**config.mk**
```make
export PLATFORM = sky130hd
export DESIGN_NAME = thick_line_rasterizer_core
export DESIGN_NICKNAME = d
export VERILOG_FILES = /design/src/rtl/thlr_pkg.sv /design/src/rtl/thlr_step.sv /design/src/rtl/thlr_emit.sv /design/src/rtl/thick_line_rasterizer_core.sv
export SDC_FILE = /design/constraint.sdc
export NUM_CORES = 1
export LEC_CHECK = 0
export BUFFER_PORTS_ARGS = -buffer_cell sky130_fd_sc_hd__buf_2
export CORE_MARGIN = 2
export CORE_UTILIZATION = 23
export CTS_BUF_LIST = sky130_fd_sc_hd__clkbuf_4
export CTS_CLUSTER_SIZE = 16
export DETAILED_ROUTE_END_ITERATION = 10
export HOLD_SLACK_MARGIN = 0.02
export PLACE_DENSITY_LB_ADDON = 0.2
export SYNTH_ARGS = -nofsm -noshare
export SYNTH_HDL_FRONTEND = slang
export SYNTH_SLANG_ARGS = --single-unit
```
**constraint.sdc**
```tcl
create_clock -name clk -period 5.5 [get_ports clk]
set_clock_uncertainty 0.1 [all_clocks]
set_input_delay 1.1 -clock clk [delete_from_list [all_inputs] [get_ports clk]]
set_output_delay 1.1 -clock clk [all_outputs]
set_load 0.02 [all_outputs]
```
**src/rtl/thlr_pkg.sv**
```systemverilog
// Shared types and constants for the thick line rasterizer.
`timescale 1ns / 1ps
`default_nettype none

package thlr_pkg;

  // Request command codes
  localparam logic CMD_START = 1'b0;
  localparam logic CMD_STEP  = 1'b1;

  // Two's complement direction codes
  localparam logic [1:0] DIR_ZERO = 2'd0;
  localparam logic [1:0] DIR_POS  = 2'd1;
  localparam logic [1:0] DIR_NEG  = 2'd3;

  // Width of the coordinate ports
  localparam int PORT_COORD_W = 16;

  // Control flags of one step's pixel run
  typedef struct packed {
    logic pix_valid;  // line was active, coordinates meaningful
    logic horiz;      // horizontal-major run order
    logic done;       // this step used up the line, or no line was active
  } run_ctl_t;

endpackage

`default_nettype wire

```
**src/rtl/thlr_step.sv**
```systemverilog
// Line state registers and the Bresenham step / line setup logic.
`timescale 1ns / 1ps
`default_nettype none

module thlr_step import thlr_pkg::*; #(
  parameter int MAX_THICKNESS = 32,
  parameter int COORD_BITS    = 16,
  parameter int KW            = $clog2(2 * MAX_THICKNESS)
) (
  input  wire logic                      clk,
  input  wire logic                      rst,
  input  wire logic                      take,
  input  wire logic                      cmd,
  input  wire logic [PORT_COORD_W-1:0]   start_x,
  input  wire logic [PORT_COORD_W-1:0]   start_y,
  input  wire logic [PORT_COORD_W-1:0]   end_x,
  input  wire logic [PORT_COORD_W-1:0]   end_y,
  input  wire logic [15:0]               line_color,
  input  wire logic [5:0]                line_width,
  output run_ctl_t                       run_ctl,
  output logic [COORD_BITS-1:0]          run_x,
  output logic [COORD_BITS-1:0]          run_y,
  output logic [15:0]                    run_color,
  output logic [KW-1:0]                  run_last
);

  localparam int CB  = COORD_BITS;
  localparam int ERW = COORD_BITS + 1;

  // Line state
  logic            active;
  logic [CB-1:0]   cur_x;
  logic [CB-1:0]   cur_y;
  logic [ERW-1:0]  err_acc;
  logic [ERW-1:0]  abs_dx;
  logic [ERW-1:0]  abs_dy;
  logic [1:0]      dir_x;
  logic [1:0]      dir_y;
  logic            horiz_major;
  logic [ERW-1:0]  steps_left;
  logic [15:0]     held_color;
  logic [KW-1:0]   held_last;

  function automatic logic [CB-1:0] dir_addend(input logic [1:0] d);
    logic [CB-1:0] r;
    case (d)
      DIR_POS: r = CB'(1);
      DIR_NEG: r = '1;
      default: r = '0;
    endcase
    return r;
  endfunction

  // Setup of a new line
  logic [CB-1:0]  sx, sy, ex, ey;
  logic [ERW-1:0] dx, dy, adx, ady, s_major;
  logic           s_horiz;
  logic [5:0]     w_sat, w_sides;
  logic [6:0]     w_last;

  always_comb begin
    sx = start_x[CB-1:0];
    sy = start_y[CB-1:0];
    ex = end_x[CB-1:0];
    ey = end_y[CB-1:0];
    dx = {ex[CB-1], ex} - {sx[CB-1], sx};
    dy = {ey[CB-1], ey} - {sy[CB-1], sy};
    adx = dx[CB] ? (~dx + 1'b1) : dx;
    ady = dy[CB] ? (~dy + 1'b1) : dy;
    s_horiz = adx >= ady;
    s_major = s_horiz ? adx : ady;
    w_sat = (line_width > 6'(MAX_THICKNESS)) ? 6'(MAX_THICKNESS) : line_width;
    w_sides = (w_sat > 6'd1) ? (w_sat - 6'd1) : 6'd0;
    w_last = {w_sides, 1'b0};
  end

  // One Bresenham step along the major axis
  logic [ERW-1:0] maj, mnr;
  logic [ERW:0]   err_sum;
  logic           bump;
  logic [ERW-1:0] err_next;
  logic [CB-1:0]  x_next, y_next;
  logic [ERW-1:0] steps_next;
  logic           done_next;

  always_comb begin
    maj = horiz_major ? abs_dx : abs_dy;
    mnr = horiz_major ? abs_dy : abs_dx;
    err_sum = {1'b0, err_acc} + {1'b0, mnr};
    bump = err_sum >= {1'b0, maj};
    err_next = bump ? ERW'(err_sum - {1'b0, maj}) : ERW'(err_sum);
    x_next = (horiz_major || bump) ? (cur_x + dir_addend(dir_x)) : cur_x;
    y_next = (!horiz_major || bump) ? (cur_y + dir_addend(dir_y)) : cur_y;
    steps_next = steps_left - 1'b1;
    done_next = steps_next == '0;
  end

  // Run handed to the pixel emitter for a step request
  always_comb begin
    run_ctl.pix_valid = active;
    run_ctl.horiz = horiz_major;
    run_ctl.done = active ? done_next : 1'b1;
    run_x = active ? x_next : '0;
    run_y = active ? y_next : '0;
    run_color = active ? held_color : '0;
    run_last = active ? held_last : '0;
  end

  always_ff @(posedge clk) begin
    if (rst) begin
      active <= 1'b0;
      cur_x <= '0;
      cur_y <= '0;
      err_acc <= '0;
      abs_dx <= '0;
      abs_dy <= '0;
      dir_x <= DIR_ZERO;
      dir_y <= DIR_ZERO;
      horiz_major <= 1'b0;
      steps_left <= '0;
      held_color <= '0;
      held_last <= '0;
    end else if (take) begin
      if (cmd == CMD_START) begin
        abs_dx <= adx;
        abs_dy <= ady;
        dir_x <= (dx == '0) ? DIR_ZERO : (dx[CB] ? DIR_NEG : DIR_POS);
        dir_y <= (dy == '0) ? DIR_ZERO : (dy[CB] ? DIR_NEG : DIR_POS);
        cur_x <= sx;
        cur_y <= sy;
        horiz_major <= s_horiz;
        steps_left <= s_major;
        err_acc <= s_major >> 1;
        held_color <= line_color;
        held_last <= KW'(w_last);
        active <= s_major != '0;
      end else if (active) begin
        err_acc <= err_next;
        cur_x <= x_next;
        cur_y <= y_next;
        steps_left <= steps_next;
        active <= !done_next;
      end
    end
  end

endmodule

`default_nettype wire

```
**src/rtl/thlr_emit.sv**
```systemverilog
// Pixel run register and output register: one pixel of the run per cycle while the output is not stalled.
`timescale 1ns / 1ps
`default_nettype none

module thlr_emit import thlr_pkg::*; #(
  parameter int MAX_THICKNESS = 32,
  parameter int COORD_BITS    = 16,
  parameter int KW            = $clog2(2 * MAX_THICKNESS)
) (
  input  wire logic                     clk,
  input  wire logic                     rst,
  input  wire logic                     load,
  input  run_ctl_t                      ld_ctl,
  input  wire logic [COORD_BITS-1:0]    ld_x,
  input  wire logic [COORD_BITS-1:0]    ld_y,
  input  wire logic [15:0]              ld_color,
  input  wire logic [KW-1:0]            ld_last,
  output logic                          can_load,
  output logic                          out_valid,
  input  wire logic                     out_stall,
  output logic                          pixel_valid,
  output logic signed [PORT_COORD_W-1:0] pixel_x,
  output logic signed [PORT_COORD_W-1:0] pixel_y,
  output logic [15:0]                   pixel_color,
  output logic                          last_of_step,
  output logic                          line_done
);

  localparam int CB = COORD_BITS;

  // Current run
  logic                busy;
  logic [KW-1:0]       k;
  logic [KW-1:0]       last;
  run_ctl_t            ctl;
  logic [CB-1:0]       cx;
  logic [CB-1:0]       cy;
  logic [15:0]         color;

  logic          out_free, emit_now, run_end;
  logic          is_last, is_center, neg_side;
  logic [KW:0]   j_wide;
  logic [CB-1:0] j, off, px, py;

  always_comb begin
    out_free = !out_valid || !out_stall;
    emit_now = busy && out_free;
    is_last = k == last;
    run_end = emit_now && is_last;
    can_load = !busy || run_end;
  end

  // Pixel k of the run: center, then +j/-j pairs (vertical: pairs first)
  always_comb begin
    if (ctl.horiz) begin
      j_wide = ({1'b0, k} + 1'b1) >> 1;
      neg_side = !k[0] && (k != '0);
      is_center = k == '0;
    end else begin
      j_wide = ({1'b0, k} >> 1) + 1'b1;
      neg_side = k[0];
      is_center = is_last;
    end
    j = CB'(j_wide);
    off = neg_side ? (~j + 1'b1) : j;
    px = cx;
    py = cy;
    if (!is_center) begin
      if (ctl.horiz) begin
        py = cy + off;
      end else begin
        px = cx + off;
      end
    end
  end

  always_ff @(posedge clk) begin
    if (rst) begin
      busy <= 1'b0;
      k <= '0;
      out_valid <= 1'b0;
    end else begin
      if (load) begin
        busy <= 1'b1;
        k <= '0;
      end else if (run_end) begin
        busy <= 1'b0;
      end else if (emit_now) begin
        k <= k + 1'b1;
      end
      if (emit_now) begin
        out_valid <= 1'b1;
      end else if (!out_stall) begin
        out_valid <= 1'b0;
      end
    end
  end

  // Run payload
  always_ff @(posedge clk) begin
    if (load) begin
      ctl <= ld_ctl;
      cx <= ld_x;
      cy <= ld_y;
      color <= ld_color;
      last <= ld_last;
    end
  end

  // Output payload
  always_ff @(posedge clk) begin
    if (emit_now) begin
      pixel_valid <= ctl.pix_valid;
      pixel_x <= PORT_COORD_W'(signed'(px));
      pixel_y <= PORT_COORD_W'(signed'(py));
      pixel_color <= color;
      last_of_step <= is_last;
      line_done <= ctl.done;
    end
  end

endmodule

`default_nettype wire

```
**src/rtl/thick_line_rasterizer_core.sv**
```systemverilog
// A step request enters the run register when accepted; its first pixel moves
// to the output register once that register is free. A start request emits
// nothing; a step request emits 1 + 2*(w-1) pixels for thickness w above 1 (w
// capped at MAX_THICKNESS), else 1, or one result if no line is active, all on
// the single pixel output port. A new request waits for the run's last pixel.
// Reset: synchronous; clears the line state (no active line), busy, out_valid.
`timescale 1ns / 1ps
`default_nettype none

module thick_line_rasterizer_core import thlr_pkg::*; #(
  parameter int MAX_THICKNESS = 32,
  parameter int COORD_BITS    = 16
) (
  input  wire logic                      clk,
  input  wire logic                      rst,
  input  wire logic                      in_valid,
  output logic                           in_stall,
  input  wire logic                      cmd,
  input  wire logic signed [PORT_COORD_W-1:0] start_x,
  input  wire logic signed [PORT_COORD_W-1:0] start_y,
  input  wire logic signed [PORT_COORD_W-1:0] end_x,
  input  wire logic signed [PORT_COORD_W-1:0] end_y,
  input  wire logic [15:0]               line_color,
  input  wire logic [5:0]                line_width,
  output logic                           out_valid,
  input  wire logic                      out_stall,
  output logic                           pixel_valid,
  output logic signed [PORT_COORD_W-1:0] pixel_x,
  output logic signed [PORT_COORD_W-1:0] pixel_y,
  output logic [15:0]                    pixel_color,
  output logic                           last_of_step,
  output logic                           line_done
);

  localparam int KW = $clog2(2 * MAX_THICKNESS);

  logic                  take;
  logic                  step_load;
  logic                  can_load;
  run_ctl_t              run_ctl;
  logic [COORD_BITS-1:0] run_x;
  logic [COORD_BITS-1:0] run_y;
  logic [15:0]           run_color;
  logic [KW-1:0]         run_last;

  // Request handshake
  assign in_stall = !can_load;
  assign take = in_valid && can_load;
  assign step_load = take && (cmd == CMD_STEP);

  thlr_step #(
    .MAX_THICKNESS(MAX_THICKNESS),
    .COORD_BITS(COORD_BITS),
    .KW(KW)
  ) u_step (
    .clk(clk),
    .rst(rst),
    .take(take),
    .cmd(cmd),
    .start_x(start_x),
    .start_y(start_y),
    .end_x(end_x),
    .end_y(end_y),
    .line_color(line_color),
    .line_width(line_width),
    .run_ctl(run_ctl),
    .run_x(run_x),
    .run_y(run_y),
    .run_color(run_color),
    .run_last(run_last)
  );

  thlr_emit #(
    .MAX_THICKNESS(MAX_THICKNESS),
    .COORD_BITS(COORD_BITS),
    .KW(KW)
  ) u_emit (
    .clk(clk),
    .rst(rst),
    .load(step_load),
    .ld_ctl(run_ctl),
    .ld_x(run_x),
    .ld_y(run_y),
    .ld_color(run_color),
    .ld_last(run_last),
    .can_load(can_load),
    .out_valid(out_valid),
    .out_stall(out_stall),
    .pixel_valid(pixel_valid),
    .pixel_x(pixel_x),
    .pixel_y(pixel_y),
    .pixel_color(pixel_color),
    .last_of_step(last_of_step),
    .line_done(line_done)
  );

endmodule

`default_nettype wire

```
Yosys cells after proc, flatten, opt, wreduce, memory -nomap -nowiden
Cells that the tools add are included.

Add/sub/neg operators: 16. Order comparisons: 4. Equal/unequal tests: 7. Muxes and demuxes: 38. Bitwise operators: 5. Reduce and logical (&&, ||, !) cells: 27.

Operators with widths (number): $mux W16 (11); $mux W17 (10); $add A16 B16 Y16 (4); $pmux W16 S2 (2); $logic_not A17 Y1 (3); $add A17 B1 Y17 const B (2); $not A17 Y17 (2); $sub A16 B16 Y17 (2); $add A17 B17 Y18 (1); $ge A18 B17 Y1 (1); $ge A17 B17 Y1 (1); $reduce_bool A17 Y1 (1); $sub A17 B1 Y17 const B (1); $sub A17 B17 Y17 (1); $add A16 B1 Y16 const B (1); $not A7 Y16 (1); $mux W1 (8); $mux W2 (4); $add A6 B1 Y7 const B (1); $logic_not A1 Y1 (7); $mux W7 (1); $add A5 B1 Y6 const B (1); $add A6 B1 Y6 const B (1); $eq A6 B6 Y1 (1); other kinds (16) (29).

Register bits after elaboration: 242. Input port bits: 91. Output and inout port bits: 53. Word-level logic and storage cells: 125.

Longest topological paths before layout
Depth after elaboration: 8. Depth in mapped cells: 27. Gate-level depth less buffers: 24.

Cells and area by module
Synthesis repeated with hierarchy kept, for this count alone.

Cells, all modules: 2271. Area total of the unflattened synthesis: 19144.6 sq um.

Modules (own cells, without submodules): thlr_step (times used 1, cells each 1773, area an instance 13125.1 sq um, sequential area each 2542.4 sq um); thlr_emit (times used 1, cells each 495, area an instance 6002.0 sq um, sequential area each 3403.3 sq um); thick_line_rasterizer_core (times used 1, cells each 3, area an instance 17.5 sq um, sequential area each 0.0 sq um).

Least setup slack after synthesis
Ideal clock, no wire load.

Path type: input to register. Start point: input end_x[0]. End point: register u_step.err_acc[10]. Library setup time: 0.132 ns. Arrival: 5.727 ns. Required time: 5.268 ns. Slack: -0.459 ns. Cell stages on the path: 27. Path buffers: 3. Path through: inv_1 > ha_1 > inv_1 > fa_1 > a21oi_1 > a2bb2oi_1 > a21oi_1 > a21oi_1 > a21o_1 > clkbuf_1 > o21ai_0 > xor2_1 > inv_1 > ha_1 > or3_1 > o21ai_0 > a21oi_1 > a311oi_1 > o21ai_0 > a31oi_1 > nand2_1 > a31o_1 > buf_6 > buf_6 > mux2_1 > o21ai_0 > a21oi_1.

Longest elaborated chain between the ends: 7.

RTL lines: start, declared (RTL line thick_line_rasterizer_core.sv:21) `input wire logic signed [PORT_COORD_W-1:0] end_x,`; $sub A16 B16 Y17 (*) (RTL line thlr_step.sv:66) `dx = {ex[CB-1], ex} - {sx[CB-1], sx};`; $not A17 Y17 (RTL line thlr_step.sv:68) `adx = dx[CB] ? (~dx + 1'b1) : dx;`; $add A17 B1 Y17 (RTL line thlr_step.sv:68); $mux W17 (*) (RTL line thlr_step.sv:68); net u_step.adx[4] (RTL line thlr_step.sv:56) `logic [ERW-1:0] dx, dy, adx, ady, s_major;`; $ge A17 B17 Y1 (*) (RTL line thlr_step.sv:70) `s_horiz = adx >= ady;`; $mux W17 (*) (RTL line thlr_step.sv:71) `s_major = s_horiz ? adx : ady;`; $mux W17 (*) (RTL line thlr_step.sv:124) `if (cmd == CMD_START) begin`; end signal, assigned (RTL line thlr_step.sv:133) `err_acc <= s_major >> 1;`; end signal, assigned (RTL line thlr_step.sv:138) `err_acc <= err_next;`; end, declared (RTL line thlr_step.sv:34) `logic [ERW-1:0] err_acc;`.

The timed path passes the listed nets; every way through them passes the cells marked *. A chain may end at the register's enable or synchronous reset.

Worst setup path in the final report
Start point: input start_x[2]. End point: register u_step.horiz_major.

Longest elaborated chain between the ends: 5.

RTL lines: start, declared (RTL line thick_line_rasterizer_core.sv:19) `input wire logic signed [PORT_COORD_W-1:0] start_x,`; $sub A16 B16 Y17 (*) (RTL line thlr_step.sv:66); $not A17 Y17 (RTL line thlr_step.sv:68); $add A17 B1 Y17 (RTL line thlr_step.sv:68); $mux W17 (*) (RTL line thlr_step.sv:68); net u_step.adx[15] (RTL line thlr_step.sv:56); $ge A17 B17 Y1 (*) (RTL line thlr_step.sv:70); end signal, assigned (RTL line thlr_step.sv:131) `horiz_major <= s_horiz;`; end, declared (RTL line thlr_step.sv:39) `logic horiz_major;`.

Marks and branches as above.

==> flow_summary.ini <==
[outcome]
status = finished clean

[sta]
slew_headroom_pct = 32.7
tightest_slew_ps = 1010
final_hold_viol_count = 0
period_share_pct = 96.4
finalCriticalPeriod_ps = 5300
finalMaxSlewViolations = 0
max_freq_ghz = 0.189
holdWs_ps = 318
setup_ws_ps = 196
grt_setup_unrepaired = false
fin_tns_setup_ps = 0
finalSetupViolCount = 0

[worst_setup_path]
crit_type = input port to register
r2r_end = u_step.cur_y[4]$_SDFFE_PP0P_
critPathArrivalTime_ps = 5770
cp-start-kind = input port
cp.required_ps = 5970
cp-end-kind = register
crit_slowest_cell = a211oi_1
reg2reg_depth = 24
max_stage_delay_ps = 680
rr_startpoint = u_step.horiz_major$_SDFFE_PP0P_
crit_chain = buf_2 > inv_1 > ha_1 > o21ai_1 > a21oi_2 > o21ai_1 > a21oi_2 > o21ai_0 > a221o_1 > or4_4 > o21ai_2 > xor2_2 > inv_1 > ha_4 > nand4_1 > o31ai_1 > a31o_1 > buf_12 > buf_4 > nor2_1 > a211oi_1
r2r_slack_ps = 290
crit_fanout = 13

[min_path]
worstHoldPathType = register to register
min_to = u_emit.pixel_color[15]$_DFFE_PP_
worstHoldPathCells = 0
hold_start = u_emit.color[15]$_SDFFCE_PN0P_

[clock_tree]
clk_pin_slew_worst_paths_ps = 50
cts_tree = built
htree_levels = 3
insertion_delay_ps = 790
clk_path_buf_depth = 3
cts_made_buffers = 74
cts.sinks = 242
cts-root-buf = clkbuf_4

[placement]
place_ws_ps = -567
hpwl_um = 47700
port_buffers = 143
dpl-instance-area_mm2 = 0.0221
place.gp.congestion = 0.865

[floorplanning]
num_rows = 102
die_x_um = 283
fp.dieH_um = 283
pin_count = 144
fp.dieArea_mm2 = 0.0803
core_area_mm2 = 0.0773
initial_core_util_pct = 23.2

[routing]
dr.pass1.iters = 5
drtAntennaViolNets = 0
wl_um = 60600
wl_per_cell_um = 16.6
drcViolationCount = 0
drt_iter0_drc = 879
post_drt_via_cell_ratio = 4.66
vias = 17000

[logic_synthesis]
yosys_warnings = 0
synthTopCellsByArea = edfxtp_1 18%, dfxtp_1 15%, ha_1 11%
yosysTopAreaCell = edfxtp_1
synth-seq-area-share_pct = 32.9
synth_enable_flop_cells = 107
async_flop_share_pct = 0
syn_nets = 2377
ys.flop_type = dfxtp_1
yosysTopAreaCellShare_pct = 17.9
yosys_register_bits = 242
avgSynthCellArea_um2 = 8.45
ys_types = 87
syn_inst = 2125
syn_area_mm2 = 0.0180

[grt]
grt_usage_pct = 14.8
overflow = 0
antenna_found_initial = 5
grt_pass1_vias = 17200
grt_pass1_wl_um = 94400
grt_max_degree = 84

[power_and_ir_drop]
p_leak_uw = 0.0100
power_uw = 7660
power_density_mw_per_mm2 = 330
irDropWorstVdd_v = 0.000168

[finish]
drive_gt1_share_pct = 25.7
fillers = 8329
fin_area_mm2 = 0.0232
layout.nets = 2804
syn2layout_area_growth_pct = 29.1

[job]
max_cap_violations = 0
-- registers in the layout, summed over array words and instances, names as in the netlist, 16 cells and up --
signal	count
u_step.steps_left	17
u_step.err_acc	17
u_step.cur_y	16
u_step.abs_dy	17
u_emit.pixel_x	16
u_emit.cx	16
u_step.abs_dx	17
u_emit.color	16
u_emit.pixel_color	16
u_emit.cy	16
u_emit.pixel_y	16
u_step.held_color	16
u_step.cur_x	16
-- kinds of logic (layout without fill, tap and decap cells) --
logic type               count (synthesis)  in the layout  synth area share, %
AO/OA/AOI/OAI                          577            577                 20.3
XOR/XNOR                               154            154                 7.68
adder cells (fa/ha/maj)                161            161                 11.6
buffers and inverters                  215            695                 4.61
flip-flops                             242            242                 32.9
multiplexers                            88             88                 5.14
other                                    0              6                    0
AND/OR/NAND/NOR                        688            688                 17.7
-- synthesized netlist by cell type, types with 33 or more instances --
master	number
and2_1	33
nand3_1	47
o21ai_0	120
ha_1	153
mux2i_1	57
edfxtp_1	107
nand2_1	213
xnor2_1	88
inv_1	110
clkbuf_1	91
xor2_1	62
a21oi_1	201
dfxtp_1	135
a211oi_1	40
nor3_1	45
nor2_1	225
-- critical path: cells and delay by family --
family	cells	cell delay (ps)
AOI/OAI and AO/OA	10	2580
xor gates and xnor gates	1	230
adders and majority gates	2	670
buffers and inverters	5	530
and+or+nand+nor	3	660
-- cell usage in the layout (no fill, tap or decap), types with 7 or more instances in the layout --
cell / count
nor4_1: 13
o21a_1: 19
a21oi_2: 10
nand2b_1: 13
dfxtp_1: 133
buf_2: 141
a21oi_1: 192
ha_1: 151
a211o_1: 20
buf_12: 7
nand4_1: 11
buf_4: 304
nor2_1: 223
inv_1: 109
o22ai_1: 7
and3_1: 10
xnor2_1: 87
edfxtp_1: 107
nand2_1: 213
clkbuf_4: 107
o21bai_1: 20
mux2_2: 29
clkinv_1: 14
nor3_1: 43
o21ai_1: 8
a21o_1: 31
a211oi_1: 40
o31ai_1: 16
xor2_1: 61
o21ai_0: 114
or4_1: 7
a31oi_1: 15
nor2b_1: 16
o211ai_1: 15
or3_1: 23
and2_1: 33
mux2i_1: 56
nand3_1: 46
-- worst max-delay path by stage --
stage / from / endpoint / slack (ps) / cells past startpoint
6_report: start_x[2] / u_step.horiz_major$_SDFFE_PP0P_ / 200 / 21
5_1_grt: u_step.horiz_major$_SDFFE_PP0P_ / u_step.cur_y[3]$_SDFFE_PP0P_ / 3 / 25
4_1_cts: u_step.horiz_major$_SDFFE_PP0P_ / u_step.err_acc[13]$_SDFFE_PP0P_ / 5 / 25
3_5_place_dp: end_x[0] / u_step.steps_left[15]$_SDFFE_PP0P_ / -570 / 25
3_3_place_gp: end_x[0] / u_step.horiz_major$_SDFFE_PP0P_ / -530 / 24
2_1_floorplan: end_x[0] / u_step.steps_left[7]$_SDFFE_PP0P_ / 2 / 26
-- per-stage QoR --
step,instances,util (%)
after detailed placement,3509,28.6
after CTS,3638,29.8
after global placement,3509,28.6
final,3651,30.0
after global routing,3650,30.0
after floorplan,2125,-
-- repair_timing --
item | in CTS | in global routing
pin swaps | 0 | 8
buffers inserted | 0 | 7
hold buffers | 0 | 0
cloned | 0 | 1
resized for setup | 7 | 17
hold endpoints to repair | 0 | 0
endpoints found under the setup margin | 46 | 86
-- where the power goes --
part,internal (uW),switching (uW),total (uW)
Clock,891,846,1740
Sequential,2010,91.3,2100
Combinational,1780,2040,3820
-- final cells by class --
class / count / area, um2 / share of cell area (%)
diodes: 6 / 15.0 / 0.0648
clock buffers: 106 / 796 / 3.43
clock inverters: 23 / 116 / 0.502
inverters: 111 / 417 / 1.80
multi-input cells: 1668 / 11500 / 49.4
flip-flops and latches: 242 / 5920 / 25.5
well taps: 1040 / 1300 / 5.61
repair buffers: 455 / 3160 / 13.6
-- per-layer routing --
| layer | global-route usage [%] | part of all wire [%] |
|---|---|---|
| met5 | 0 | 0 |
| met4 | 4.47 | 2.4 |
| met3 | 2.84 | 4.9 |
| met2 | 25.3 | 48 |
| met1 | 18.7 | 45 |
Power figures use the tool's default switching activity.
